[config.mk]
export PLATFORM = sky130hd
export DESIGN_NAME = cnms_ram
export DESIGN_NICKNAME = d
export VERILOG_FILES = /design/src/rtl/cnms_ram.sv
export SDC_FILE = /design/constraint.sdc
export NUM_CORES = 1
export LEC_CHECK = 0
export ABC_AREA = 1
export BUFFER_PORTS_ARGS = -buffer_cell sky130_fd_sc_hd__buf_2
export CELL_PAD_IN_SITES_DETAIL_PLACEMENT = 0
export CELL_PAD_IN_SITES_GLOBAL_PLACEMENT = 1
export CORE_ASPECT_RATIO = 1.25
export CORE_UTILIZATION = 51
export CTS_BUF_LIST = sky130_fd_sc_hd__clkbuf_4
export DETAILED_ROUTE_END_ITERATION = 10
export GPL_TIMING_DRIVEN = 0
export PLACE_DENSITY_LB_ADDON = 0.15
export SLEW_MARGIN = 20
export SYNTH_ARGS = -nofsm -noshare
export SYNTH_HDL_FRONTEND = slang
export SYNTH_SLANG_ARGS = --single-unit
[constraint.sdc]
create_clock -name clk -period 1.7 [get_ports clk]
set_clock_uncertainty 0.05 [all_clocks]
set_input_delay 0.255 -clock clk [delete_from_list [all_inputs] [get_ports clk]]
set_output_delay 0.255 -clock clk [all_outputs]
set_load 0.01 [all_outputs]
[src/rtl/cnms_ram.sv]
// Generic single-clock RAM with one write port and one registered read port.
// No dependencies.
`timescale 1ns / 1ps

module cnms_ram #(
    parameter int WIDTH = 8,
    parameter int DEPTH = 16
) (
    input  logic                     clk,
    input  logic                     wr_en,
    input  logic [$clog2(DEPTH)-1:0] wr_addr,
    input  logic [WIDTH-1:0]         wr_data,
    input  logic                     rd_en,
    input  logic [$clog2(DEPTH)-1:0] rd_addr,
    output logic [WIDTH-1:0]         rd_data
);

    logic [WIDTH-1:0] mem [DEPTH];

    // Write port and registered read port; read data holds while rd_en is low.
    always_ff @(posedge clk)
    begin
        if (wr_en)
        begin
            mem[wr_addr] <= wr_data;
        end
        if (rd_en)
        begin
            rd_data <= mem[rd_addr];
        end
    end

endmodule

==> flow_metrics.py <==
metrics = {
    "power_and_ir_drop": {
        "leakage_nw": 2.77,
        "p_per_area_nw_per_um2": 985,
        "ir_drop_mv": 0.675,
    },
    "cells_and_area": {
        "syn_to_final_growth_pct": 9.63,
        "fillers": 964,
        "layout.nets": 613,
        "antenna_cells": 0,
        "finish.utilization": 0.576,
        "drive_gt1_frac": 0.125,
    },
    "critical_path": {
        "worstSetupEndpointType": "primary output",
        "cp_data_required_time_ns": 1.39,
        "startpoint_type": "register",
        "cp_cell_sequence": "buf_2",
        "slowest_delay_ns": 0.38,
        "crit_arrival_ns": 1.06,
        "slowest_stage": "edfxtp_1",
        "critical_path_buf_inv_count": 1,
        "crit_fanout": 1,
        "crit_path_start": "rd_data[5]",
        "worstSetupPathType": "reg -> out",
        "rr_startpoint": "mem[3][2]",
        "cp_top_family": "flip-flops",
    },
    "global_route": {
        "grt_use_total": 0.251,
        "grt_overflow_total": 0,
        "grt_pass1_vias": 3722,
        "met3_usage": 0.0488,
        "grt-busiest-layer": "met2",
        "antenna_found_initial": 0,
        "grtUsageMet1": 0.342,
        "met2_usage": 0.400,
        "grt_max_degree": 17,
        "grt_pass1_wl_mm": 21.1,
    },
    "worst_hold_path": {
        "hold_start": "wr_data[5]",
        "worstHoldPathType": "in -> reg",
    },
    "drt": {
        "wl_per_cell_um": 18.2,
        "drc": 2,
        "dr.pass1.iters": 8,
        "drt.antenna.violating_nets": 0,
        "drt_iter0_drc": 261,
        "num_vias": 3824,
        "drt-total-wl_mm": 13.5,
        "viasPerCell": 5.15,
    },
    "logic_synthesis": {
        "synth_compound_area_frac": 0,
        "syn_inst": 551,
        "synth.ff_latch_count": 136,
        "synth_top_family_by_area": "simple AND/OR/NAND/NOR gates",
        "yosysWarnings": 0,
        "synth_area_sq_um": 5850,
        "ys_seq_area_frac": 0.698,
        "muxShareOfSynthArea": 0,
        "synth_nets": 570,
        "synth_xor_area_frac": 0,
        "yosys-top-cells-area": "edfxtp_1, nand2_1, nand3_1",
        "synth.avg_cell_area_sq_um": 10.6,
        "yosysUniqueCellTypes": 11,
        "synth.largest_area_cell": "edfxtp_1",
        "synth_fa_ha_area_frac": 0,
        "synth_top_area_share": 0.698,
        "yosys.area_share.simple": 0.208,
    },
    "place": {
        "io_buffers": 23,
        "place_hpwl_mm": 9.16,
        "pre_cts_ws_ns": -0.0950,
        "place_congestion": 0.836,
    },
    "cts": {
        "cts-root-buf": "clkbuf_4",
        "cts_tree": "done",
        "clkTransAtPathRegs_ns": 0.12,
        "cts.repair.resized": 0,
        "worstSkewPairLatency_ns": 0.54,
        "clk_path_buf_depth": 2,
        "cts_max_level": 4,
        "cts-buffers-inserted": 17,
        "cts_num_sinks": 136,
    },
    "sta": {
        "fin_ws_ns": 0.333,
        "setup_viol": 0,
        "tightest_slew_ns": 0.875,
        "rsz0062_at_grt": "false",
        "final_max_slew_viol_count": 0,
        "clock.fmax_mhz": 731,
        "period_share": 0.804,
        "period_minus_slack_ns": 1.37,
        "finalHoldViolCount": 0,
        "slew_headroom": 0.414,
    },
    "die": {
        "fp.dieH_um": 122,
        "die_width_um": 97.8,
        "die_area_sq_um": 11900,
        "start_util": 0.525,
        "num_io_pins": 27,
        "core-area_sq_um": 11100,
        "placementRows": 43,
    },
    "status": {
        "violations": "DRC",
        "outcome": "finished, violations left",
    },
    "job": {
        "cap_violations": 0,
    },
}
-- cells by family (layout without fill, tap and decap cells) --
| family | count (synthesis) | after routing |
|---|---|---|
| flops | 136 | 136 |
| simple gates | 289 | 289 |
| buf+inv | 126 | 182 |
-- layout make-up --
class	count	area, sq um	share of cell area
Buffer	24	166	0.0260
Inverter	102	383	0.0597
Timing Repair Buffer	24	125	0.0195
Sequential cell	136	4080	0.637
Tap cell	135	169	0.0264
Clock buffer	18	135	0.0211
Clock inverter	14	134	0.0209
Multi-Input combinational cell	289	1210	0.189
-- cells in the final DEF, fill, tap and decap left out, drive strengths merged --
cell type    count
edfxtp         136
nor2            17
nand2          173
buf             47
clkinv           9
clkinvlp         3
nand3b           2
nand3           97
bufinv           2
inv            102
clkbuf          18
dlygate4sd3      1
-- worst paths after layout --
kind	slack (ns)	endpoint	cells past startpoint
worst max-delay path	0.33	rd_data[5]	1
worst min-delay path	0.07	mem[15][5]	1
worst max register to register	0.46	rd_data[2]	6
worst min register to register	0.73	rd_data[5]	6
-- through the flow --
stage          hold slack, ns  setup TNS, ns  total power, mW  instance area [sq um]  cells
2_1_floorplan           0.304              0             4.14                   5850    551
6_report               0.0653              0             6.32                   6410    742
3_3_place_gp            0.536          -1.99             4.34                   6130    709
3_5_place_dp            0.556          -3.69             4.35                   6130    709
5_1_grt                0.0340              0             6.54                   6410    742
4_1_cts                0.0409              0             6.34                   6410    742
-- Yosys cell counts, drive strengths merged --
master and number:
nand2 173, edfxtp 136, inv 102, nand3 97, buf 24, nor2 17
nand3b 2
-- flip-flops by register name, summed over array words and instances, names as in the netlist --
register and cells:
rd_data 8, mem 128
-- power breakdown --
| part | switching, mW | internal [mW] | total (mW) | leakage [nW] |
|---|---|---|---|---|
| Clock | 1.17 | 0.867 | 2.04 | 0.138 |
| Combinational | 0.348 | 0.142 | 0.490 | 1.39 |
| Sequential | 0.0170 | 3.77 | 3.79 | 1.24 |
| Total | 1.54 | 4.78 | 6.32 | 2.77 |
-- per-layer routing --
metal / vias up / part of all wire
met5: - / 0
met2: 131 / 0.46
met3: 22 / 0.057
li1: 1872 / -
met4: 0 / 0.019
met1: 1799 / 0.46
-- timing repair --
action,CTS,global route
setup endpoints to repair,0,0
hold buffers,1,0
buffers inserted,0,0
endpoints found under the hold margin,8,0
No activity file was read; power rests on OpenSTA's default activity.
