[src/rtl/cnms_pkg.sv]
// Shared types, constants and helpers for the Canny non-maximum suppression core.
// Used by cnms_front, cnms_suppress and canny_non_maximum_suppression_core.
// Depends on nothing else.
`timescale 1ns / 1ps

package cnms_pkg;

    // Geometry and data widths.
    localparam int MAX_WIDTH    = 2048;
    localparam int HEIGHT_LIMIT = 2048;
    localparam int MAG_BITS     = 16;
    localparam int ANGLE_BITS   = 12;
    localparam int CFG_BITS     = 12;
    localparam int CFG_IDX_BITS = 2;
    localparam int COL_BITS     = $clog2(MAX_WIDTH);
    localparam int ROW_BITS     = 12;
    localparam int MIN_DIM      = 3;

    // Register reset values.
    localparam int WIDTH_RESET  = 640;
    localparam int HEIGHT_RESET = 480;

    // Configuration register indexes.
    localparam logic [CFG_IDX_BITS-1:0] CFG_IDX_WIDTH  = CFG_IDX_BITS'(0);
    localparam logic [CFG_IDX_BITS-1:0] CFG_IDX_HEIGHT = CFG_IDX_BITS'(1);

    // Angle thresholds in tenths of a degree.
    localparam int FOLD_TENTHS = 1800;
    localparam int EDGE_0      = 225;
    localparam int EDGE_1      = 675;
    localparam int EDGE_2      = 1125;
    localparam int EDGE_3      = 1575;

    // Quantized gradient direction and the neighbor pair it selects.
    typedef enum logic [1:0] {
        DIR_HORZ      = 2'd0,   // left and right
        DIR_DIAG_DOWN = 2'd1,   // up-left and down-right
        DIR_VERT      = 2'd2,   // up and down
        DIR_DIAG_UP   = 2'd3    // up-right and down-left
    } dir_t;

    // Which neighbors of the center lie inside the image.
    typedef struct packed {
        logic top_ok;
        logic bot_ok;
        logic left_ok;
        logic right_ok;
    } border_t;

    // One accepted item handed from the front stage to the compare stage.
    typedef struct packed {
        logic [MAG_BITS-1:0] mag;
        dir_t                dir;
        logic [COL_BITS-1:0] col;
        logic                produce;
        logic                last;
        border_t             border;
    } item_t;

    // One entry of the line memory: two rows of magnitude and one row of direction.
    typedef struct packed {
        logic [MAG_BITS-1:0] top;
        logic [MAG_BITS-1:0] mid;
        dir_t                dir;
    } line_word_t;

    localparam int LINE_BITS = $bits(line_word_t);

    // One window column: rows above, at and below the center row.
    typedef struct packed {
        logic [MAG_BITS-1:0] top;
        logic [MAG_BITS-1:0] mid;
        logic [MAG_BITS-1:0] bot;
    } column_t;

    // Fold the angle modulo 180 degrees and quantize it to four directions.
    function automatic dir_t quantize_angle(input logic [ANGLE_BITS-1:0] tenths);
        logic [ANGLE_BITS-1:0] a;
        dir_t                  d;
        if (tenths >= ANGLE_BITS'(2 * FOLD_TENTHS))
            a = tenths - ANGLE_BITS'(2 * FOLD_TENTHS);
        else if (tenths >= ANGLE_BITS'(FOLD_TENTHS))
            a = tenths - ANGLE_BITS'(FOLD_TENTHS);
        else
            a = tenths;
        if (a <= ANGLE_BITS'(EDGE_0) || a > ANGLE_BITS'(EDGE_3))
            d = DIR_HORZ;
        else if (a <= ANGLE_BITS'(EDGE_1))
            d = DIR_DIAG_DOWN;
        else if (a <= ANGLE_BITS'(EDGE_2))
            d = DIR_VERT;
        else
            d = DIR_DIAG_UP;
        return d;
    endfunction

endpackage

[src/rtl/cnms_suppress.sv]
// Compare stage: line memory write-back, 3x3 window columns, neighbor compare
// and the result register. Depends on cnms_pkg.
`timescale 1ns / 1ps

module cnms_suppress (
    input  logic                                 clk,
    input  logic                                 rst_n,
    // Item from the front stage.
    input  logic                                 go,
    input  cnms_pkg::item_t                      item,
    output logic                                 hold,
    output logic                                 busy,
    // Line memory read data and write-back.
    input  logic [cnms_pkg::LINE_BITS-1:0]       rd_data,
    output logic                                 wr_en,
    output logic [cnms_pkg::COL_BITS-1:0]        wr_addr,
    output logic [cnms_pkg::LINE_BITS-1:0]       wr_data,
    // Result channel.
    output logic                                 out_valid,
    input  logic                                 out_ready,
    output logic [cnms_pkg::MAG_BITS-1:0]        kept_magnitude,
    output logic                                 frame_last
);

    logic                          s1_valid_reg, s1_valid_next;
    cnms_pkg::item_t               s1_item_reg;
    cnms_pkg::column_t             left_reg;
    cnms_pkg::column_t             cent_reg;
    cnms_pkg::dir_t                dir_right_reg;
    logic                          out_valid_reg;
    logic [cnms_pkg::MAG_BITS-1:0] kept_reg;
    logic                          last_reg;

    cnms_pkg::line_word_t          line_rd;
    cnms_pkg::line_word_t          line_wr;
    logic                          fire;
    logic                          a_ok, b_ok;
    logic [cnms_pkg::MAG_BITS-1:0] a_mag, b_mag;
    logic [cnms_pkg::MAG_BITS-1:0] centre;
    logic                          suppressed;
    logic [cnms_pkg::MAG_BITS-1:0] kept_value;

    // The stage retires its item unless it has a result and the output is full.
    assign fire = s1_valid_reg
                  && (!s1_item_reg.produce || !out_valid_reg || out_ready);
    assign hold = s1_valid_reg && !fire;
    assign busy = s1_valid_reg;

    always_comb
    begin
        s1_valid_next = s1_valid_reg;
        if (go)
            s1_valid_next = 1'b1;
        else if (fire)
            s1_valid_next = 1'b0;
    end

    // Line memory shifts up a row: old middle becomes top, the new pixel middle.
    assign line_rd       = cnms_pkg::line_word_t'(rd_data);
    assign line_wr.top   = line_rd.mid;
    assign line_wr.mid   = s1_item_reg.mag;
    assign line_wr.dir   = s1_item_reg.dir;
    assign wr_en         = fire;
    assign wr_addr       = s1_item_reg.col;
    assign wr_data       = cnms_pkg::LINE_BITS'(line_wr);

    // Select the two neighbors along the center's direction. The right column
    // is the one just read from the line memory plus the incoming pixel.
    assign centre = cent_reg.mid;

    always_comb
    begin
        case (dir_right_reg)
            cnms_pkg::DIR_HORZ:
            begin
                a_ok  = s1_item_reg.border.left_ok;
                a_mag = left_reg.mid;
                b_ok  = s1_item_reg.border.right_ok;
                b_mag = line_rd.mid;
            end
            cnms_pkg::DIR_DIAG_DOWN:
            begin
                a_ok  = s1_item_reg.border.top_ok && s1_item_reg.border.left_ok;
                a_mag = left_reg.top;
                b_ok  = s1_item_reg.border.bot_ok && s1_item_reg.border.right_ok;
                b_mag = s1_item_reg.mag;
            end
            cnms_pkg::DIR_VERT:
            begin
                a_ok  = s1_item_reg.border.top_ok;
                a_mag = cent_reg.top;
                b_ok  = s1_item_reg.border.bot_ok;
                b_mag = cent_reg.bot;
            end
            cnms_pkg::DIR_DIAG_UP:
            begin
                a_ok  = s1_item_reg.border.top_ok && s1_item_reg.border.right_ok;
                a_mag = line_rd.top;
                b_ok  = s1_item_reg.border.bot_ok && s1_item_reg.border.left_ok;
                b_mag = left_reg.bot;
            end
            default:
            begin
                a_ok  = 1'b0;
                a_mag = '0;
                b_ok  = 1'b0;
                b_mag = '0;
            end
        endcase
    end

    // Neighbors outside the image are masked before they can suppress.
    assign suppressed = (a_ok && (centre < a_mag)) || (b_ok && (centre < b_mag));
    assign kept_value = suppressed ? '0 : centre;

    // Window columns and direction pipeline advance with each retired item.
    always_ff @(posedge clk)
    begin
        if (go)
        begin
            s1_item_reg <= item;
        end
        if (fire)
        begin
            left_reg      <= cent_reg;
            cent_reg.top  <= line_rd.top;
            cent_reg.mid  <= line_rd.mid;
            cent_reg.bot  <= s1_item_reg.mag;
            dir_right_reg <= line_rd.dir;
        end
        if (fire && s1_item_reg.produce)
        begin
            kept_reg <= kept_value;
            last_reg <= s1_item_reg.last;
        end
    end

    // Stage valid and result register valid.
    always_ff @(posedge clk or negedge rst_n)
    begin
        if (!rst_n)
        begin
            s1_valid_reg  <= 1'b0;
            out_valid_reg <= 1'b0;
        end
        else
        begin
            s1_valid_reg <= s1_valid_next;
            if (fire && s1_item_reg.produce)
                out_valid_reg <= 1'b1;
            else if (out_ready)
                out_valid_reg <= 1'b0;
        end
    end

    assign out_valid      = out_valid_reg;
    assign kept_magnitude = kept_reg;
    assign frame_last     = last_reg;

    // A retired item with a result always shows up in the result register.
    a_result_loaded: assert property (@(posedge clk) disable iff (!rst_n)
        fire && s1_item_reg.produce |=> out_valid_reg)
        else $error("result lost on its way to the output register");

    // A stalled item keeps its place and its memory address.
    a_stall_holds: assert property (@(posedge clk) disable iff (!rst_n)
        hold |=> s1_valid_reg && $stable(s1_item_reg.col))
        else $error("stalled item changed");

    // The front never pushes into a stalled stage.
    a_no_overrun: assert property (@(posedge clk) disable iff (!rst_n)
        go |-> !hold)
        else $error("item accepted while compare stage stalled");

endmodule

[config.mk]
export PLATFORM = sky130hd
export DESIGN_NAME = cnms_suppress
export DESIGN_NICKNAME = d
export VERILOG_FILES = /design/src/rtl/cnms_pkg.sv /design/src/rtl/cnms_suppress.sv
export SDC_FILE = /design/constraint.sdc
export NUM_CORES = 1
export LEC_CHECK = 0
export ABC_AREA = 1
export BUFFER_PORTS_ARGS = -buffer_cell sky130_fd_sc_hd__buf_2
export CORE_ASPECT_RATIO = 1.25
export CORE_MARGIN = 2
export CORE_UTILIZATION = 39
export CTS_BUF_LIST = sky130_fd_sc_hd__clkbuf_8
export CTS_CLUSTER_DIAMETER = 120
export DETAILED_ROUTE_END_ITERATION = 10
export HOLD_SLACK_MARGIN = 0.12
export PLACE_DENSITY = 0.57
export RECOVER_POWER = 25
export REMOVE_ABC_BUFFERS = 1
export SYNTH_ARGS = -nofsm -noshare
export SYNTH_HDL_FRONTEND = slang
export SYNTH_SLANG_ARGS = --single-unit
[constraint.sdc]
create_clock -name clk -period 12.22 [get_ports clk]
set_clock_uncertainty 0.05 [all_clocks]
set_input_delay 3.055 -clock clk [delete_from_list [all_inputs] [get_ports clk]]
set_output_delay 3.055 -clock clk [all_outputs]
set_load 0.005 [all_outputs]
==> key figures, run 1 <==
Synth
  – Mean Syn Cell Area: 13.37 um2
  – Synth Cell Area: 6591 um2
  – Synth cell types: 28
  – Synthesis warning total: 0
  – FF+latch count, synth: 152
  – Syn Inst Count: 493
  – Register area share after synthesis: 69.10%

Run status
  – Outcome: completed

Global route
  – GRT Util Overall: 16.22%
  – First-pass GRT wire length: 21.78 mm
  – Remaining Overflow, GRT: 0
  – Largest net degree at the start of global routing: 55
  – Vias in the first global route: 4065
  – Initial antenna violation count: 0

Timing
  – Endpoints failing setup: 0
  – Hold Violations, Final: 0
  – Fmax: 0.1389 GHz
  – Final-report max-slew violation count: 0
  – RSZ-0062 raised after global routing: false
  – Setup TNS: 0 ns
  – Fin crit period: 7.202 ns
  – Pin slew with the least headroom to its limit: 0.8929 ns
  – Final worst-path cycle share: 58.94%
  – Slew headroom: 40.41%

Routing
  – ANT nets after route: 0
  – DR pass1 iterations: 4
  – DR vias: 4044
  – Drt via density: 4.896
  – WL/cell: 17.19 um
  – Iter 0 DRT Violations: 276
  – Wirelength, routed: 14.20 mm
  – DRC Markers: 0

Final layout
  – Nets@finish: 697
  – Final instance area: 7631 um2
  – Most frequent cells in the layout: 150 x edfxtp_1, 137 x buf_2, 92 x nand2_1
  – Max reg flops: 48
  – Most common cell after layout, fill and taps aside: edfxtp_1
  – Fill cell count: 1588
  – Share of layout cells above drive strength 1: 31.85%
  – Diode count: 0
  – Synth-to-layout area growth: 15.77%

Clocking
  – CTS max path bufs: 2
  – Skew-Pair Late Insertion Delay: 0.45 ns
  – Cts bufs inserted: 17
  – Reg clk slew, reported paths: 0.08 ns
  – Hold buffer count at cts: 0
  – Clk sinks: 152
  – TritonCTS clock tree: done
  – Total setup buffers inserted after CTS: 0
  – Root Driver: clkbuf_8
  – H-tree Lvls: 4
  – # resized after CTS: 0

Min path
  – HP Start: s1_item_reg[4]
  – Hold Path Stages: 0
  – Min-Delay Endpoint: frame_last
  – Min-Delay Path Class: flip-flop to flip-flop

Pwr
  – Pwr dens: 159.3 nW/um2
  – Clock network power share: 34.2%
  – Net Sw Power: 0.3078 mW
  – Sequential Power Share: 53.2%
  – Int Power: 0.9075 mW
  – Worst vdd ir: 0.07242 mV
  – Switching Share: 25.33%
  – Comb pwr share: 12.5%
  – Leak: 3.086 nW

Setup path
  – FF-to-FF path depth: 15
  – Data required, critical path: 9.11 ns
  – Worst reg2reg startpoint: dir_right_reg[1]
  – R2R Path End: kept_magnitude[1]
  – R2R Setup Slk: 8.56 ns
  – Critical-path maximum fanout: 47
  – CP endpoint kind: primary output
  – Critical setup path kind: input pin to primary output
  – WP data arrival: 4.10 ns
  – CP Launch Type: input pin

Floorplanning
  – Die area: 17960 um2
  – Die X: 120.3 um
  – Die Span Y: 149.4 um
  – Initial Util: 39.44%
  – Row count: 53
  – IO Pins: 139
  – Core area: 16710 um2

Place
  – HPWL after DPL: 9.026 mm
  – IO buf count: 138
  – GP Congestion: 0.7497
  – Placement Cell Area: 7203 um2

Flow run
  – MaxCap Viol Count: 0
layout make-up:
class | count | area, um2 | area share, %
multi-input cells | 250 | 1529 | 20.04
well taps | 220 | 275.3 | 3.607
inverters | 29 | 108.9 | 1.426
clock buffers | 17 | 234.0 | 3.066
repair buffers | 144 | 734.5 | 9.625
clock inverters | 14 | 195.2 | 2.558
flip-flops and latches | 152 | 4554 | 59.68
synth_stat cells (all sizes together):
library cell | instances | share of area, %
dfrtp | 2 | 0.76
or2 | 1 | 0.095
inv | 29 | 1.7
o21bai | 1 | 0.11
nand3 | 6 | 0.46
a31oi | 1 | 0.095
nor2 | 28 | 2.1
nand2 | 95 | 5.6
o21ai | 32 | 2.4
ha | 30 | 5.7
buf | 50 | 5.6
nor3b | 1 | 0.11
nand4 | 4 | 0.38
a21oi | 14 | 1.1
a211oi | 4 | 0.46
nand3b | 2 | 0.23
o221ai | 1 | 0.13
clkbuf | 12 | 0.68
edfxtp | 150 | 68
a221oi | 30 | 4.0
through the flow:
stage	std cells	setup WS, ns	total power, mW	utilization (%)	hold WS [ns]
6_report	826	5.018	1.215	45.66	0.3871
5_1_grt	826	4.941	1.275	45.66	0.3987
4_1_cts	826	4.996	1.233	45.67	0.3902
3_5_place_dp	795	4.982	0.8147	43.10	0.3660
3_3_place_gp	795	5.001	0.8089	43.10	0.3524
2_1_floorplan	431	1.179	0.7435	-	0.3503
power by group through the flow:
stage	sequential, mW	combinational [mW]	clock (mW)
floorplan	0.660	0.0838	0
global placement	0.657	0.152	0
detailed placement	0.659	0.156	0
CTS	0.647	0.156	0.429
global route	0.652	0.173	0.449
finish	0.647	0.152	0.416
kinds of logic after synthesis:
group / Yosys count / share of synthesized area, %
AOI/OAI and AO/OA: 83 / 8.276
adders and majority gates: 30 / 5.695
buffers and inverters: 91 / 7.973
DFF: 152 / 69.10
and+or+nand+nor: 137 / 8.960
layer usage:
layer	global-route usage [%]	vias up	wire length (um)	share of wire [%]
met5	0	-	0	0
met4	5.233	0	125	0.88
met3	4.549	8	820	5.8
met2	27.95	121	7248	51
met1	19.71	1959	6008	42
li1	-	1956	-	-
critical path: stages:
cell and delay, ns:
buf_2 0.08, inv_1 0.06, a31oi_4 0.11, buf_4 0.55, buf_2 0.23
worst max path at each step:
stage                    from     to  depth (start not counted)
floorplan           out_ready  wr_en                          2
CTS                 out_ready  wr_en                          5
global route        out_ready  wr_en                          5
finish              out_ready  wr_en                          5
global placement    out_ready  wr_en                          5
detailed placement  out_ready  wr_en                          5
No activity file was read; power rests on OpenSTA's default activity.
==> inputs of run 2 (changes only) <==
--- a/config.mk
+++ b/config.mk
@@ -14,7 +14,7 @@
 export CTS_CLUSTER_DIAMETER = 120
 export DETAILED_ROUTE_END_ITERATION = 10
 export HOLD_SLACK_MARGIN = 0.12
-export PLACE_DENSITY = 0.57
+export PLACE_DENSITY = 0.6
 export RECOVER_POWER = 25
 export REMOVE_ABC_BUFFERS = 1
 export SYNTH_ARGS = -nofsm -noshare
==> constraint.sdc (replaced) <==
create_clock -name clk -period 5.86 [get_ports clk]
set_clock_uncertainty 0.05 [all_clocks]
set_input_delay 1.465 -clock clk [delete_from_list [all_inputs] [get_ports clk]]
set_output_delay 1.465 -clock clk [all_outputs]
set_load 0.005 [all_outputs]
==> run 2 against run 1 <==
  * Worst setup slack worse by 3.3 ns
  * Largest cell class unchanged
  * Global-route usage down 0.68 points
  * Worst hold slack worse by 0.0070 ns
==> key figures, run 2 (synthesis results as in run 1) <==
Run status
  – Outcome: completed

Clocking
  – Reg clk slew, reported paths: 0.08 ns
  – Root Driver: clkbuf_8
  – # resized after CTS: 0
  – H-tree Lvls: 4
  – Cts bufs inserted: 17
  – CTS max path bufs: 2
  – Total setup buffers inserted after CTS: 0
  – Hold buffer count at cts: 0
  – Skew-Pair Late Insertion Delay: 0.45 ns
  – TritonCTS clock tree: done
  – Clk sinks: 152

Timing
  – Hold_ws: 0.3801 ns
  – Slew headroom: 23.80%
  – Pin slew with the least headroom to its limit: 1.142 ns
  – RSZ-0062 raised after global routing: false
  – Hold Violations, Final: 0
  – Endpoints failing setup: 0
  – Fmax: 0.2411 GHz
  – Final worst-path cycle share: 70.77%
  – Final-report max-slew violation count: 0
  – Fin crit period: 4.147 ns

Final layout
  – Most frequent cells in the layout: 150 x edfxtp_1, 137 x buf_2, 92 x nand2_1
  – Diode count: 0
  – Fill cell count: 1563
  – Synth-to-layout area growth: 15.76%
  – Most common cell after layout, fill and taps aside: edfxtp_1
  – Max reg flops: 48
  – Nets@finish: 695
  – Fin util: 45.66%
  – Share of layout cells above drive strength 1: 31.24%

Setup path
  – Critical setup path kind: flip-flop to flip-flop
  – CP Launch Type: flip-flop
  – Worst reg2reg startpoint: dir_right_reg[1]
  – Data required, critical path: 6.01 ns
  – Critical-path maximum fanout: 32
  – R2R Setup Slk: 1.71 ns
  – Worst setup path start: dir_right_reg[1]
  – WP data arrival: 4.30 ns
  – CP endpoint kind: flip-flop

Floorplanning
  – Row count: 53
  – IO Pins: 139
  – Die Span Y: 149.4 um
  – Die X: 120.3 um
  – Initial Util: 39.44%
  – Core area: 16710 um2
  – Die area: 17960 um2

Routing
  – WL/cell: 16.28 um
  – DR pass1 iterations: 5
  – Wirelength, routed: 13.43 mm
  – Drt via density: 4.870
  – ANT nets after route: 0
  – DR vias: 4018
  – Iter 0 DRT Violations: 241
  – DRC Markers: 0

Min path
  – Min-Delay Path Class: flip-flop to flip-flop
  – HP Start: s1_item_reg[4]

Place
  – IO buf count: 138
  – GP Congestion: 0.7587
  – HPWL after DPL: 8.937 mm

Flow run
  – MaxCap Viol Count: 0

Pwr
  – Leak: 3.092 nW
  – Worst vdd ir: 0.2142 mV
  – Pwr dens: 331.2 nW/um2

Global route
  – Initial antenna violation count: 0
  – Remaining Overflow, GRT: 0
  – GRT Util Overall: 15.55%
  – Largest net degree at the start of global routing: 58
  – First-pass GRT wire length: 20.87 mm
  – Vias in the first global route: 4034
==> run 2: changes by cell type in the layout (fill, tap and decap cells not counted), sizes merged <==
cell | before | now
clkinv | 6 | 4
buf | 143 | 141
inv | 32 | 31
clkbuf | 18 | 22
==> run 2: worst max-delay path: stages (launching register included) <==
cell and delay (ns):
edfxtp_1 0.52, inv_1 0.56, nor2_2 0.80, buf_4 0.35
a221oi_1 0.11, nand2_1 0.11, o21ai_0 0.09, ha_1 0.33
a21oi_1 0.16, nor2_1 0.06, a211oi_1 0.18, nand2_1 0.09
nand2_1 0.06, nand2_1 0.07, nand2_4 0.25, nor2_1 0.07
==> run 2: layout make-up <==
class / instances / area (um2) / share of cell area (%)
repair buffers: 142 / 719.4 / 9.429
flip-flops and latches: 152 / 4554 / 59.69
multi-input cells: 250 / 1529 / 20.04
clock inverters: 11 / 153.9 / 2.017
well taps: 220 / 275.3 / 3.608
inverters: 29 / 108.9 / 1.427
clock buffers: 21 / 289.0 / 3.788
==> run 2: power by group <==
| group | total (mW) | switching, mW | internal, mW |
|---|---|---|---|
| logic | 0.304 | 0.186 | 0.119 |
| registers | 1.35 | 0.0445 | 1.31 |
| clock network | 0.871 | 0.368 | 0.503 |
| total | 2.53 | 0.598 | 1.93 |
==> run 2: worst paths after layout <==
check                                     end  cells after the start
max                        kept_magnitude[15]                     15
min in group asynchronous           out_valid                      1
min                                frame_last                      0
max in group asynchronous                busy                      1
min reg2reg                        frame_last                      0
max reg2reg                kept_magnitude[15]                     15
==> run 2: through the flow <==
step,instances,cell area [um2],power (mW),setup TNS (ns),setup slack [ns]
4_1_cts,825,7631,2.564,0,1.644
2_1_floorplan,431,6175,1.550,-148.35,-2.001
3_3_place_gp,793,7188,1.675,0,1.814
6_report,825,7630,2.527,0,1.713
3_5_place_dp,793,7188,1.688,0,1.681
5_1_grt,825,7630,2.648,0,1.359
==> run 2: routing by layer <==
layer / global-route usage, % / share of wire (%) / vias to the layer above
li1: - / - / 1953
met1: 18.65 / 41 / 1929
met2: 26.99 / 53 / 127
met3: 4.205 / 5.4 / 9
met4: 5.407 / 0.90 / 0
met5: 0 / 0 / -
