[config.mk]
export PLATFORM = sky130hd
export DESIGN_NAME = cnms_front
export DESIGN_NICKNAME = d
export VERILOG_FILES = /design/src/rtl/cnms_pkg.sv /design/src/rtl/cnms_front.sv
export SDC_FILE = /design/constraint.sdc
export NUM_CORES = 1
export LEC_CHECK = 0
export ABC_AREA = 1
export BUFFER_PORTS_ARGS = -buffer_cell sky130_fd_sc_hd__buf_2
export CAP_MARGIN = 20
export CORE_ASPECT_RATIO = 1.4
export CORE_UTILIZATION = 52
export CTS_CLUSTER_DIAMETER = 60
export CTS_CLUSTER_SIZE = 24
export DETAILED_ROUTE_END_ITERATION = 6
export PLACE_DENSITY = 0.79
export SETUP_SLACK_MARGIN = 0.15
export SLEW_MARGIN = 20
export SYNTH_ARGS = -nofsm -noshare
export SYNTH_HDL_FRONTEND = slang
export SYNTH_SLANG_ARGS = --single-unit
export TNS_END_PERCENT = 100
[constraint.sdc]
create_clock -name clk -period 3.8 [get_ports clk]
set_input_delay 0.38 -clock clk [delete_from_list [all_inputs] [get_ports clk]]
set_output_delay 0.38 -clock clk [all_outputs]
set_load 0.01 [all_outputs]
[src/rtl/cnms_pkg.sv]
// Shared types, constants and helpers for the Canny non-maximum suppression core.
// Used by cnms_front, cnms_suppress and canny_non_maximum_suppression_core.
// Depends on nothing else.
`timescale 1ns / 1ps

package cnms_pkg;

    // Geometry and data widths.
    localparam int MAX_WIDTH    = 2048;
    localparam int HEIGHT_LIMIT = 2048;
    localparam int MAG_BITS     = 16;
    localparam int ANGLE_BITS   = 12;
    localparam int CFG_BITS     = 12;
    localparam int CFG_IDX_BITS = 2;
    localparam int COL_BITS     = $clog2(MAX_WIDTH);
    localparam int ROW_BITS     = 12;
    localparam int MIN_DIM      = 3;

    // Register reset values.
    localparam int WIDTH_RESET  = 640;
    localparam int HEIGHT_RESET = 480;

    // Configuration register indexes.
    localparam logic [CFG_IDX_BITS-1:0] CFG_IDX_WIDTH  = CFG_IDX_BITS'(0);
    localparam logic [CFG_IDX_BITS-1:0] CFG_IDX_HEIGHT = CFG_IDX_BITS'(1);

    // Angle thresholds in tenths of a degree.
    localparam int FOLD_TENTHS = 1800;
    localparam int EDGE_0      = 225;
    localparam int EDGE_1      = 675;
    localparam int EDGE_2      = 1125;
    localparam int EDGE_3      = 1575;

    // Quantized gradient direction and the neighbor pair it selects.
    typedef enum logic [1:0] {
        DIR_HORZ      = 2'd0,   // left and right
        DIR_DIAG_DOWN = 2'd1,   // up-left and down-right
        DIR_VERT      = 2'd2,   // up and down
        DIR_DIAG_UP   = 2'd3    // up-right and down-left
    } dir_t;

    // Which neighbors of the center lie inside the image.
    typedef struct packed {
        logic top_ok;
        logic bot_ok;
        logic left_ok;
        logic right_ok;
    } border_t;

    // One accepted item handed from the front stage to the compare stage.
    typedef struct packed {
        logic [MAG_BITS-1:0] mag;
        dir_t                dir;
        logic [COL_BITS-1:0] col;
        logic                produce;
        logic                last;
        border_t             border;
    } item_t;

    // One entry of the line memory: two rows of magnitude and one row of direction.
    typedef struct packed {
        logic [MAG_BITS-1:0] top;
        logic [MAG_BITS-1:0] mid;
        dir_t                dir;
    } line_word_t;

    localparam int LINE_BITS = $bits(line_word_t);

    // One window column: rows above, at and below the center row.
    typedef struct packed {
        logic [MAG_BITS-1:0] top;
        logic [MAG_BITS-1:0] mid;
        logic [MAG_BITS-1:0] bot;
    } column_t;

    // Fold the angle modulo 180 degrees and quantize it to four directions.
    function automatic dir_t quantize_angle(input logic [ANGLE_BITS-1:0] tenths);
        logic [ANGLE_BITS-1:0] a;
        dir_t                  d;
        if (tenths >= ANGLE_BITS'(2 * FOLD_TENTHS))
            a = tenths - ANGLE_BITS'(2 * FOLD_TENTHS);
        else if (tenths >= ANGLE_BITS'(FOLD_TENTHS))
            a = tenths - ANGLE_BITS'(FOLD_TENTHS);
        else
            a = tenths;
        if (a <= ANGLE_BITS'(EDGE_0) || a > ANGLE_BITS'(EDGE_3))
            d = DIR_HORZ;
        else if (a <= ANGLE_BITS'(EDGE_1))
            d = DIR_DIAG_DOWN;
        else if (a <= ANGLE_BITS'(EDGE_2))
            d = DIR_VERT;
        else
            d = DIR_DIAG_UP;
        return d;
    endfunction

endpackage

[src/rtl/cnms_front.sv]
// Front stage: configuration registers, raster position counters, angle quantizer
// and the line memory read. Depends on cnms_pkg.
`timescale 1ns / 1ps

module cnms_front (
    input  logic                                 clk,
    input  logic                                 rst_n,
    // Input pixel channel.
    input  logic                                 in_valid,
    output logic                                 in_ready,
    input  logic [cnms_pkg::MAG_BITS-1:0]        pixel_magnitude,
    input  logic [cnms_pkg::ANGLE_BITS-1:0]      angle_tenths,
    input  logic                                 flush,
    // Configuration channel.
    input  logic                                 cfg_valid,
    output logic                                 cfg_ready,
    input  logic [cnms_pkg::CFG_IDX_BITS-1:0]    cfg_index,
    input  logic [cnms_pkg::CFG_BITS-1:0]        cfg_data,
    // Compare stage status.
    input  logic                                 hold,
    input  logic                                 busy,
    // Item to the compare stage and line memory read.
    output logic                                 go,
    output cnms_pkg::item_t                      item,
    output logic                                 rd_en,
    output logic [cnms_pkg::COL_BITS-1:0]        rd_addr
);

    logic [cnms_pkg::CFG_BITS-1:0] width_reg,  width_next;
    logic [cnms_pkg::CFG_BITS-1:0] height_reg, height_next;
    logic [cnms_pkg::COL_BITS-1:0] col_reg,    col_next;
    logic [cnms_pkg::ROW_BITS-1:0] row_reg,    row_next;

    logic                          accept;
    logic                          cfg_write;
    logic                          restart;
    logic                          draining;
    logic                          drop;
    logic [cnms_pkg::COL_BITS-1:0] col_cur;
    logic                          col_first;
    logic [cnms_pkg::CFG_BITS-1:0] col_inc;
    logic [cnms_pkg::ROW_BITS-1:0] height_plus;
    logic [cnms_pkg::CFG_BITS-1:0] width_clamped;
    logic [cnms_pkg::CFG_BITS-1:0] height_clamped;

    // Handshakes: the compare stage can take an item unless it is stalled.
    assign in_ready  = !hold;
    assign cfg_ready = !busy;
    assign accept    = in_valid && in_ready;
    assign cfg_write = cfg_valid && cfg_ready;

    // Position of this transaction; past the last row every item drains the window.
    assign draining    = row_reg >= cnms_pkg::ROW_BITS'(height_reg);
    assign drop        = !draining && flush;
    assign go          = accept && !drop;
    assign col_cur     = (cnms_pkg::CFG_BITS'(col_reg) >= width_reg) ? '0 : col_reg;
    assign col_first   = col_cur == '0;
    assign col_inc     = cnms_pkg::CFG_BITS'(col_cur) + cnms_pkg::CFG_BITS'(1);
    assign height_plus = cnms_pkg::ROW_BITS'(height_reg) + cnms_pkg::ROW_BITS'(1);

    // The center sits one row and one column behind; at column zero it is
    // the right end of the row two above.
    always_comb
    begin
        item.mag     = draining ? '0 : pixel_magnitude;
        item.dir     = draining ? cnms_pkg::DIR_HORZ : cnms_pkg::quantize_angle(angle_tenths);
        item.col     = col_cur;
        item.produce = (row_reg >= cnms_pkg::ROW_BITS'(2))
                       || (row_reg == cnms_pkg::ROW_BITS'(1) && !col_first);
        item.last    = col_first && row_reg == height_plus;
        item.border.top_ok   = col_first ? (row_reg != cnms_pkg::ROW_BITS'(2))
                                         : (row_reg != cnms_pkg::ROW_BITS'(1));
        item.border.bot_ok   = col_first ? (row_reg != height_plus)
                                         : (row_reg != cnms_pkg::ROW_BITS'(height_reg));
        item.border.left_ok  = col_cur != cnms_pkg::COL_BITS'(1);
        item.border.right_ok = !col_first;
    end

    assign rd_en   = go;
    assign rd_addr = col_cur;

    // Out-of-range register values are clamped when written.
    always_comb
    begin
        if (cfg_data < cnms_pkg::CFG_BITS'(cnms_pkg::MIN_DIM))
            width_clamped = cnms_pkg::CFG_BITS'(cnms_pkg::MIN_DIM);
        else if (cfg_data > cnms_pkg::CFG_BITS'(cnms_pkg::MAX_WIDTH))
            width_clamped = cnms_pkg::CFG_BITS'(cnms_pkg::MAX_WIDTH);
        else
            width_clamped = cfg_data;

        if (cfg_data < cnms_pkg::CFG_BITS'(cnms_pkg::MIN_DIM))
            height_clamped = cnms_pkg::CFG_BITS'(cnms_pkg::MIN_DIM);
        else if (cfg_data > cnms_pkg::CFG_BITS'(cnms_pkg::HEIGHT_LIMIT))
            height_clamped = cnms_pkg::CFG_BITS'(cnms_pkg::HEIGHT_LIMIT);
        else
            height_clamped = cfg_data;
    end

    // Register writes and position counter update.
    always_comb
    begin
        width_next  = width_reg;
        height_next = height_reg;
        restart     = 1'b0;
        if (cfg_write)
        begin
            unique case (cfg_index)
                cnms_pkg::CFG_IDX_WIDTH:
                begin
                    width_next = width_clamped;
                    restart    = 1'b1;
                end
                cnms_pkg::CFG_IDX_HEIGHT:
                begin
                    height_next = height_clamped;
                    restart     = 1'b1;
                end
                default:
                begin
                    restart = 1'b0;
                end
            endcase
        end

        col_next = col_reg;
        row_next = row_reg;
        if (restart)
        begin
            col_next = '0;
            row_next = '0;
        end
        else if (go)
        begin
            if (item.produce && item.last)
            begin
                col_next = '0;
                row_next = '0;
            end
            else if (col_inc >= width_reg)
            begin
                col_next = '0;
                row_next = row_reg + cnms_pkg::ROW_BITS'(1);
            end
            else
            begin
                col_next = col_inc[cnms_pkg::COL_BITS-1:0];
            end
        end
    end

    always_ff @(posedge clk or negedge rst_n)
    begin
        if (!rst_n)
        begin
            width_reg  <= cnms_pkg::CFG_BITS'(cnms_pkg::WIDTH_RESET);
            height_reg <= cnms_pkg::CFG_BITS'(cnms_pkg::HEIGHT_RESET);
            col_reg    <= '0;
            row_reg    <= '0;
        end
        else
        begin
            width_reg  <= width_next;
            height_reg <= height_next;
            col_reg    <= col_next;
            row_reg    <= row_next;
        end
    end

    // The column counter stays inside the row.
    a_col_in_row: assert property (@(posedge clk) disable iff (!rst_n)
        cnms_pkg::CFG_BITS'(col_reg) < width_reg)
        else $error("column counter beyond image width");

    // The row counter never passes the end of the drain row.
    a_row_bounded: assert property (@(posedge clk) disable iff (!rst_n)
        row_reg <= height_plus)
        else $error("row counter beyond drain row");

endmodule

==> results of run 1 <==
layout make-up:
cell class | instances | share of cell area [%]
clock buffers | 6 | 2.207
clock inverters | 2 | 0.2584
inverters | 126 | 7.594
multi-input cells | 605 | 57.22
flip-flops and latches | 47 | 18.81
well taps | 110 | 2.187
repair buffers | 128 | 11.73
per-stage QoR:
stage / util, % / hold WS [ns] / instance area (sq um) / setup TNS, ns / instances
after floorplan: - / 0.08441 / 5084 / 0 / 806
after CTS: 61.83 / 0.3654 / 5848 / 0 / 1013
after global placement: 59.85 / 0.1987 / 5662 / 0 / 1004
after global routing: 66.53 / 0.3694 / 6294 / -1.052 / 1024
after detailed placement: 59.85 / 0.1967 / 5662 / 0 / 1004
final: 66.53 / 0.3661 / 6294 / 0 / 1024
where the power goes:
| part | switching (uW) | internal (uW) | leakage, uW |
|---|---|---|---|
| registers | 87.3 | 588 | 0.000606 |
| logic | 1010 | 623 | 0.00269 |
| clock network | 196 | 263 | 0.0000731 |
worst max-delay path by stage:
stage	depth (start not counted)	endpoint	start	slack [ns]
2_1_floorplan	26	row_reg[0]	width_reg[7]	0.17
3_3_place_gp	25	col_reg[10]	width_reg[9]	0.20
3_5_place_dp	24	col_reg[10]	width_reg[7]	0.11
4_1_cts	24	row_reg[5]	width_reg[7]	0.15
5_1_grt	28	row_reg[11]	width_reg[7]	-0.09
6_report	28	row_reg[11]	width_reg[7]	0.06
cell usage in the layout (no fill, tap or decap), drive strengths merged:
master	instances
xor2	21
a31oi	2
a21boi	1
o22ai	5
o211a	1
dfrtp	41
clkinv	4
nand2	246
nor4	2
nand3	72
nand4	14
inv	123
nand3b	6
a21oi	22
clkbuf	6
o211ai	4
buf	127
dlygate4sd3	1
or2	2
and2	1
o21bai	1
clkinvlp	1
nor2	105
dfstp	6
a2111o	1
o41ai	1
o21ai	38
xnor2	5
o2111ai	1
nor3	7
o21a	1
ha	46
critical path, delay by kind of cell, from the launching register on:
family,cells,cell delay [ns]
simple gates,16,1.56
buf+inv,8,0.71
flops,1,0.55
compound gates,1,0.12
fa+ha+maj,3,0.66
per-layer routing:
metal | share of wire, % | vias up | track usage [%]
met5 | 0 | - | 0
met2 | 50 | 211 | 49.30
met3 | 4.2 | 65 | 2.564
met1 | 40 | 2478 | 30.53
li1 | - | 2754 | -
met4 | 5.1 | 0 | 10.21
cells by family (layout without fill, tap and decap cells):
group                      after synthesis  in the layout  synth area share [%]
xor gates and xnor gates                26             26                 4.486
adders and majority gates               46             46                 11.34
AOI/OAI and AO/OA                       78             78                 8.874
buffers and inverters                  155            262                 13.11
DFF                                     47             47                 23.32
and+or+nand+nor                        454            455                 38.87
what timing repair did:
item / in CTS / in global routing
hold buffers: 1 / 0
gates resized for setup: 6 / 92
cloned: 0 / 3
hold endpoints to repair: 3 / 0
buffers inserted: 0 / 8
pin swaps: 0 / 35
endpoints found under the setup margin: 18 / 23
==> out/results.tsv, run 1 <==
stage	metric	value	unit
run_status	status	finished clean	
logic_synthesis	synth_common_cells	nand2_1 (238), inv_1 (120), nor2_1 (93)	
hold_path	hp-start	cfg_data[5]	
layout	multi_input_area	3601	sq um
setup_path	worstPathMaxFanout	6	
grt	grt_antenna_before_repair	0	
clock_tree	insertion_delay	0.29	ns
logic_synthesis	ys_seq_area_share	23.32	%
routing	ant_nets	0	
setup_path	reg2reg_depth	28	
routing	drt_iter0_markers	329	
floorplanning	rows	42	
grt	grt_max_degree	44	
logic_synthesis	synth_edf_count	0	
logic_synthesis	synth_ff_type	dfrtp_1	
routing	drt-pass1-iter-count	5	
logic_synthesis	netlist.top_cell.by_area	dfrtp_1	
clock_tree	cts_buffer_depth	2	
logic_synthesis	syn_nets	901	
place	place_ws	0.1098	ns
routing	post_drt_wl_per_cell	14.25	um
setup_path	arrival	3.92	ns
pwr	irDropWorstVdd	0.6015	mV
logic_synthesis	yosys.cell_types.count	42	
layout	fillers	831	
place	gp_congestion	0.9442	
logic_synthesis	syn-cell-area	5076	sq um
routing	drc_errors	0	
hold_path	hold_depth	3	
setup_path	worst_path_max_delay_cell	dfstp_2	
routing	avgViaCountPerCell	5.379	
setup_path	ff2ff_setup_slack	0.06	ns
logic_synthesis	syn_inst	806	
timing	clock.fmax	267.3	MHz
logic_synthesis	yosys_register_bits	47	
floorplanning	ioPinCount	99	
pwr	powerDensity	439.0	nW/um^2
floorplanning	coreArea	9459	sq um
layout	drive_gt1_share	26.48	%
floorplanning	die_x	85.50	um
setup_path	r2r-end	row_reg[11]	
layout	syn_to_final_growth	23.98	%
floorplanning	die_height	118.9	um
logic_synthesis	async_reset_ff_share	100.0	%
logic_synthesis	synth_most_common_cell	nand2_1	
clock_tree	cts.sinks	47	
routing	drt-total-wl	14590	um
layout	register_area	1184	sq um
flow_run	cap_violations	0	
clock_tree	cts_made_buffers	5	
timing	clock_skew	0.008081	ns
pwr	p_leak	0.003371	uW
floorplanning	dieArea	10170	sq um
timing	fin_crit	3.741	ns
place	place_hpwl	10490	um
setup_path	slowest_delay	0.55	ns
timing	period_share	98.44	%
timing	timing.final.hold_violations	0	
clock_tree	clockRootBuffer	clkbuf_16	
grt	grt_overflow	0	
layout	diodes	0	
layout	finalNetCount	1008	
grt	grt_pass1_wl	21780	um
timing	setup_slack	0.05912	ns
setup_path	cp-end-kind	flop	
routing	vias	5508	
logic_synthesis	ys_warn_count	0	
timing	rsz0062_at_grt	true	
setup_path	path_class	reg2reg	
grt	grtUsageTotal	26.45	%
timing	relSlewSlack	51.19	%
setup_path	worstPathRequired	3.98	ns
setup_path	r2r-start	width_reg[7]	
pwr	power	2763	uW
timing	drv_slew	0	
clock_tree	htree_num_levels	2	
logic_synthesis	syn_area_per_cell	6.298	sq um
timing	setup_viol_count_final	0	
grt	grt_pass1_vias	4854	
setup_path	startpoint_type	flop	
logic_synthesis	synthTopCellsByArea	dfrtp_1 (20%), nand2_1 (18%), ha_1 (11%)	
floorplanning	start_util	53.66	%
clock_tree	clkTransAtPathRegs	0.07	ns
logic_synthesis	synth_top_area_share	20.21	%
timing	tightestPinTransition	0.7242	ns
clock_tree	cts_tree	done	
hold_path	hold_end	height_reg[5]	
hold_path	min_path_type	in2reg	
place	port-buffer-count	98	
Note: power is estimated with default switching activity, not from simulation.
==> inputs of run 2 (changes only) <==
ABC_AREA = unset   (was 1)
CORE_UTILIZATION = 51   (was 52)
PLACE_DENSITY = 0.78   (was 0.79)
==> run 2 against run 1 <==
The run now ends with negative setup slack left; via count is 10% lower; clock skew down 0.0041 ns; area after synthesis shrank 8.7%; maximum frequency is 15% lower; cell count shrank 19%; register-to-register slack lost 0.66 ns; hold slack got worse by 0.26 ns; sequential power about the same.
==> out/results.tsv, run 2 <==
stage	metric	value	unit	change
timing	relSlewSlack	44.01	%	-7.2 points
logic_synthesis	syn_inst	581		-28%
routing	drt_iter0_markers	286		-13%
setup_path	startpoint_type	flop		
timing	setup_viol_count_final	23		+23
clock_tree	cts_hold_buf	0		-1
layout	layout_commonest_cell	buf_2		
logic_synthesis	synth_most_common_cell	nand2_1		
logic_synthesis	ys_warn_count	0		unchanged
flow_run	cap_violations	0		unchanged
floorplanning	die_x	82.59	um	-3.4%
floorplanning	coreArea	8708	sq um	-7.9%
logic_synthesis	async_reset_ff_share	100.0	%	unchanged
floorplanning	rows	40		-4.8%
setup_path	ff2ff_setup_slack	-0.60	ns	-0.66 ns
run_status	status	finished with violations		
setup_path	worstPathMaxFanout	5		-1
setup_path	slowest_delay	0.54	ns	about the same
place	gp_congestion	0.8906		-5.7%
logic_synthesis	syn-cell-area	4637	sq um	-8.7%
hold_path	min_path_type	in2async		
grt	grt_max_degree	48		+9.1%
grt	grt_pass1_vias	4789		-1.3%
layout	final_cell_mix	buf_2 (96), nand2_1 (74), buf_4 (61)		
logic_synthesis	syn_nets	676		-25%
layout	syn_to_final_growth	31.38	%	
grt	grtUsageTotal	29.42	%	+3.0 points
timing	fin_crit	4.400	ns	+0.6592 ns
setup_path	arrival	4.61	ns	+0.69 ns
floorplanning	dieArea	9482	sq um	-6.7%
floorplanning	ioPinCount	99		unchanged
timing	drv_slew	0		unchanged
routing	vias	4937		-10%
routing	drc_errors	0		unchanged
setup_path	crit_buf_inv	7		-1
logic_synthesis	synth_common_cells	nand2_1 (75), inv_1 (62), ha_1 (46)		
floorplanning	die_height	114.8	um	-3.4%
setup_path	path_common_cell	buf_6		
clock_tree	clockRootBuffer	clkbuf_16		
place	port-buffer-count	98		unchanged
routing	ant_nets	0		unchanged
layout	finalInstanceArea	6092	sq um	-3.2%
setup_path	r2r-start	width_reg[9]		
setup_path	r2r-end	row_reg[7]		
routing	drt-pass1-iter-count	5		unchanged
setup_path	reg2reg_depth	27		-3.6%
layout	finalNetCount	814		-19%
timing	rsz0062_at_grt	true		
place	place_hpwl	10120	um	-3.6%
timing	tightestPinTransition	0.8321	ns	+0.1079 ns
floorplanning	start_util	53.25	%	-0.42 points
logic_synthesis	ys_seq_area_share	25.53	%	+2.2 points
clock_tree	cts_made_buffers	5		unchanged
logic_synthesis	yosys_register_bits	47		unchanged
logic_synthesis	synth_ff_type	dfrtp_1		
place	place_area	5517	sq um	-2.6%
grt	grt_pass1_wl	21310	um	-2.1%
run_status	failed_checks	negative setup slack		
logic_synthesis	synthTopCellsByArea	dfrtp_1 (22%), ha_1 (12%), nand2_1 (6.1%)		
grt	grt_antenna_before_repair	0		unchanged
timing	setup_slack	-0.6001	ns	-0.6592 ns
logic_synthesis	netlist.top_cell.by_area	dfrtp_1		
setup_path	path_delay_family	simple AND/OR/NAND/NOR gates		
pwr	p_leak	0.003031	uW	-10%
routing	drt-total-wl	14040	um	-3.8%
layout	diodes	0		unchanged
timing	period_share	115.8	%	+17 points
logic_synthesis	yosys.cell_types.count	68		+62%
logic_synthesis	syn_area_per_cell	7.981	sq um	+27%
logic_synthesis	synth_edf_count	0		unchanged
routing	post_drt_wl_per_cell	17.02	um	+19%
setup_path	cp-end-kind	flop		
grt	grt_overflow	0		unchanged
pwr	irDropWorstVdd	0.4661	mV	-23%
clock_tree	cts.sinks	47		unchanged
setup_path	path_class	reg2reg		
clock_tree	htree_num_levels	2		unchanged
routing	avgViaCountPerCell	5.984		+11%
clock_tree	cts_tree	done		
layout	drive_gt1_share	35.69	%	+9.2 points
clock_tree	insertion_delay	0.29	ns	about the same
timing	clock.fmax	227.3	MHz	-15%
clock_tree	cts_buffer_depth	2		unchanged
setup_path	worst_path_max_delay_cell	dfstp_2		
pwr	powerDensity	412.3	nW/um^2	-6.1%
clock_tree	clkTransAtPathRegs	0.07	ns	about the same
setup_path	worstPathRequired	4.01	ns	+0.03 ns
logic_synthesis	synth_top_area_share	22.13	%	+1.9 points
timing	clock_skew	0.003952	ns	-0.004129 ns
pwr	power	2512	uW	-9.1%
timing	timing.final.hold_violations	0		unchanged
[run 2: cell count changes in the layout (fill, tap and decap cells not counted), moves of 13 or more]
cell	before	now
and3_1	0	20
nand2_2	13	0
nand3_1	55	19
nand3_2	15	1
nor2_1	81	23
nand2_1	228	74
buf_4	22	61
xor2_1	21	6
inv_1	106	57
xnor2_1	4	18
[run 2: layout make-up]
type / instances / area (sq um)
multi-input cells: 437 / 3349
inverters: 62 / 235.2
flip-flops and latches: 47 / 1184
clock buffers: 5 / 125.1
well taps: 105 / 131.4
fillers: 662 / 2616
clock inverters: 3 / 18.77
repair buffers: 166 / 1049
[run 2: power by group]
group,switching (uW),internal (uW),leakage [uW]
Combinational,745,651,0.00240
Clock,200,244,0.0000740
Sequential,92.5,579,0.000560
[run 2: how the worst max path moves through the flow]
stage	from	endpoint	slack [ns]	cells past startpoint
after CTS	width_reg[9]	col_reg[4]	-0.39	23
after detailed placement	width_reg[9]	col_reg[4]	-0.54	24
after global placement	width_reg[9]	col_reg[9]	-0.42	23
after global routing	width_reg[9]	row_reg[7]	-0.77	27
final	width_reg[9]	row_reg[7]	-0.60	27
after floorplan	width_reg[9]	row_reg[10]	-0.44	25
[run 2: worst register-to-register path, delay by kind of cell (launching register included)]
family          cells  cell delay (ns)
compound gates      7             1.08
xor+xnor            1             0.14
fa+ha+maj           3             0.52
buf+inv             7             0.68
flops               1             0.54
simple gates        9             1.35
[run 2: metrics by stage]
| stage | std cells | hold WS [ns] | setup TNS [ns] | utilization, % | setup slack, ns |
|---|---|---|---|---|---|
| 2_1_floorplan | 581 | 0.08441 | -9.641 | - | -0.4383 |
| 3_3_place_gp | 794 | 0.4733 | -8.517 | 63.35 | -0.4174 |
| 3_5_place_dp | 794 | 0.4831 | -11.47 | 63.35 | -0.5436 |
| 4_1_cts | 814 | 0.3320 | -8.172 | 67.40 | -0.3934 |
| 5_1_grt | 825 | 0.1581 | -17.11 | 69.96 | -0.7711 |
| 6_report | 825 | 0.1035 | -13.23 | 69.96 | -0.6001 |
[run 2: logic make-up after synthesis]
| family | count (synthesis) | synth area share [%] |
|---|---|---|
| compound gates | 119 | 18.30 |
| xor+xnor | 26 | 4.911 |
| fa+ha+maj | 46 | 12.41 |
| buf+inv | 97 | 9.120 |
| flops | 47 | 25.53 |
| mux | 10 | 2.348 |
| simple gates | 236 | 27.39 |
[run 2: what timing repair did]
action,4_1_cts,5_1_grt
pin swaps,14,8
endpoints found under the setup margin,23,29
gates resized for setup,22,27
buffers inserted,12,11
hold endpoints to repair,0,0
[run 2: metal layers]
layer	vias to the layer above	global-route usage (%)	routed length [um]
met5	-	0	0
met4	0	19.31	840
met3	67	4.365	613
met2	209	56.36	7640
met1	2321	27.80	4949
li1	2340	-	-
==> inputs of run 3 (changes only) <==
CORE_MARGIN = 3   (was unset)
==> run 3 against run 2 <==
The run still ends with negative setup slack left; cell count is 0.73% lower; largest cell class unchanged; via count about the same; combinational power decreased by 6%; setup slack improved by 0.039 ns; clock skew increased by 0.0072 ns; clock power is 4% higher; critical endpoint is now row_reg[10]; non-clock buffer count shrank 6; sequential share of layout area increased by 0.15 points.
==> out/results.tsv, run 3 (synthesis gave the netlist of run 2 again) <==
stage	metric	value	unit	change
clock_tree	cts_made_buffers	5		unchanged
layout	postLayoutCoreUtil	69.43	%	-0.53 points
timing	relSlewSlack	48.01	%	+4.0 points
routing	drt-total-wl	14040	um	about the same
routing	vias	4934		-0.061%
setup_path	path_class	reg2reg		
routing	drt-pass1-iter-count	5		unchanged
run_status	failed_checks	negative setup slack		
timing	period_share	114.8	%	-1.0 points
clock_tree	cts.sinks	47		unchanged
clock_tree	insertion_delay	0.30	ns	about the same
grt	grtUsageMet1	27.39	%	-0.41 points
routing	drt_iter0_markers	401		+40%
timing	rsz0062_at_grt	true		
place	port-buffer-count	98		unchanged
timing	setup_viol_count_final	23		unchanged
timing	holdWs	0.09522	ns	-0.008265 ns
timing	clock.fmax	229.3	MHz	+0.89%
clock_tree	htree_num_levels	2		unchanged
routing	post_drt_wl_per_cell	17.14	um	+0.68%
floorplanning	die_x	86.59	um	+4.8%
floorplanning	start_util	53.25	%	unchanged
grt	grt_antenna_before_repair	0		unchanged
layout	drive_gt1_share	34.31	%	-1.4 points
setup_path	worstPathMaxFanout	8		+3
clock_tree	cts_tree	done		
grt	grt_overflow	0		unchanged
grt	grt_pass1_vias	4908		+2.5%
run_status	status	finished with violations		
setup_path	slowest_delay	0.54	ns	about the same
setup_path	reg2reg_depth	26		-3.7%
setup_path	cp-end-kind	flop		
floorplanning	rows	40		unchanged
hold_path	min_path_type	in2async		
grt	grtUsageTotal	26.43	%	-3.0 points
setup_path	critPathCapture	row_reg[10]		
setup_path	r2r-start	width_reg[9]		
setup_path	ff2ff_setup_slack	-0.56	ns	+0.04 ns
setup_path	r2r-end	row_reg[10]		
layout	layout_commonest_cell	buf_2		
routing	drc_errors	0		unchanged
clock_tree	clockRootBuffer	clkbuf_16		
pwr	p_leak	0.003006	uW	-0.82%
clock_tree	cts_hold_buf	0		unchanged
timing	clock_skew	0.01114	ns	+0.007188 ns
routing	ant_nets	0		unchanged
setup_path	path_delay_family	simple AND/OR/NAND/NOR gates		
grt	use_met3	2.768	%	-1.6 points
timing	fin_crit	4.362	ns	-0.03860 ns
setup_path	crit_buf_inv	6		-1
place	place_hpwl	10430	um	+3.1%
layout	final_cell_mix	buf_2 (97), nand2_1 (74), inv_1 (59)		
floorplanning	ioPinCount	99		unchanged
setup_path	cp.depth	26		-3.7%
timing	drv_slew	0		unchanged
setup_path	startpoint_type	flop		
setup_path	cp-startpoint	width_reg[9]		
place	gp_congestion	0.9237		+3.7%
grt	grt_max_degree	48		unchanged
timing	tightestPinTransition	0.7728	ns	-0.05931 ns
timing	timing.final.hold_violations	0		unchanged
timing	tns	-11.68	ns	+1.541 ns
clock_tree	clkTransAtPathRegs	0.08	ns	about the same
floorplanning	coreArea	8708	sq um	unchanged
pwr	powerDensity	406.0	nW/um^2	-1.5%
floorplanning	die_height	118.8	um	+3.5%
layout	diodes	0		unchanged
clock_tree	cts_buffer_depth	2		unchanged
routing	avgViaCountPerCell	6.024		+0.67%
pwr	irDropWorstVdd	0.4404	mV	-5.5%
layout	finalNetCount	808		-0.74%
grt	grtUsageMet2	49.66	%	-6.7 points
pwr	power	2454	uW	-2.3%
setup_path	worst_path_max_delay_cell	dfstp_2		
grt	grt_busiest_layer	met2		
setup_path	arrival	4.53	ns	-0.08 ns
layout	syn_to_final_growth	30.38	%	
flow_run	cap_violations	0		unchanged
timing	setup_slack	-0.5615	ns	+0.03860 ns
floorplanning	dieArea	10290	sq um	+8.5%
setup_path	worstPathRequired	3.97	ns	-0.04 ns
grt	grt_pass1_wl	22160	um	+3.9%
## run 3: area by class of cell
cell class / instances / area [sq um]
fillers: 660 / 2663
clock inverters: 3 / 25.02
well taps: 105 / 131.4
flip-flops and latches: 47 / 1184
multi-input cells: 437 / 3327
inverters: 62 / 235.2
repair buffers: 160 / 1018
clock buffers: 5 / 125.1
## run 3: worst min-delay path by stage
stage / startpoint / slack, ns / endpoint
finish: rst_n / 0.1 / col_reg[4]
global placement: width_reg[6] / 0.47 / width_reg[6]
detailed placement: width_reg[3] / 0.48 / width_reg[3]
floorplan: rst_n / 0.08 / col_reg[0]
global route: rst_n / 0.14 / col_reg[4]
CTS: rst_n / 0.31 / width_reg[8]
## run 3: per-stage QoR
step / std cells / setup slack, ns / cell area, sq um
3_3_place_gp: 794 / -0.4156 / 5517
4_1_cts: 812 / -0.4050 / 5849
3_5_place_dp: 794 / -0.5551 / 5517
2_1_floorplan: 581 / -0.4383 / 4763
5_1_grt: 819 / -0.7327 / 6046
6_report: 819 / -0.5615 / 6046
## run 3: power breakdown
| part | internal, uW | switching, uW | total [uW] |
|---|---|---|---|
| registers | 579 | 90.3 | 669 |
| logic | 600 | 721 | 1320 |
| clock network | 249 | 215 | 464 |
## run 3: repair_timing
| item | CTS | global route |
|---|---|---|
| buffers inserted | 9 | 7 |
| cloned | 1 | 0 |
| setup endpoints to repair | 25 | 25 |
| pin swaps | 15 | 21 |
| resized for setup | 15 | 30 |
## run 3: layer usage
metal | share of wire (%) | up-vias | wire [um]
li1 | - | 2325 | -
met1 | 35 | 2315 | 4931
met2 | 53 | 225 | 7461
met3 | 5.7 | 69 | 803
met4 | 6.0 | 0 | 840
met5 | 0 | - | 0
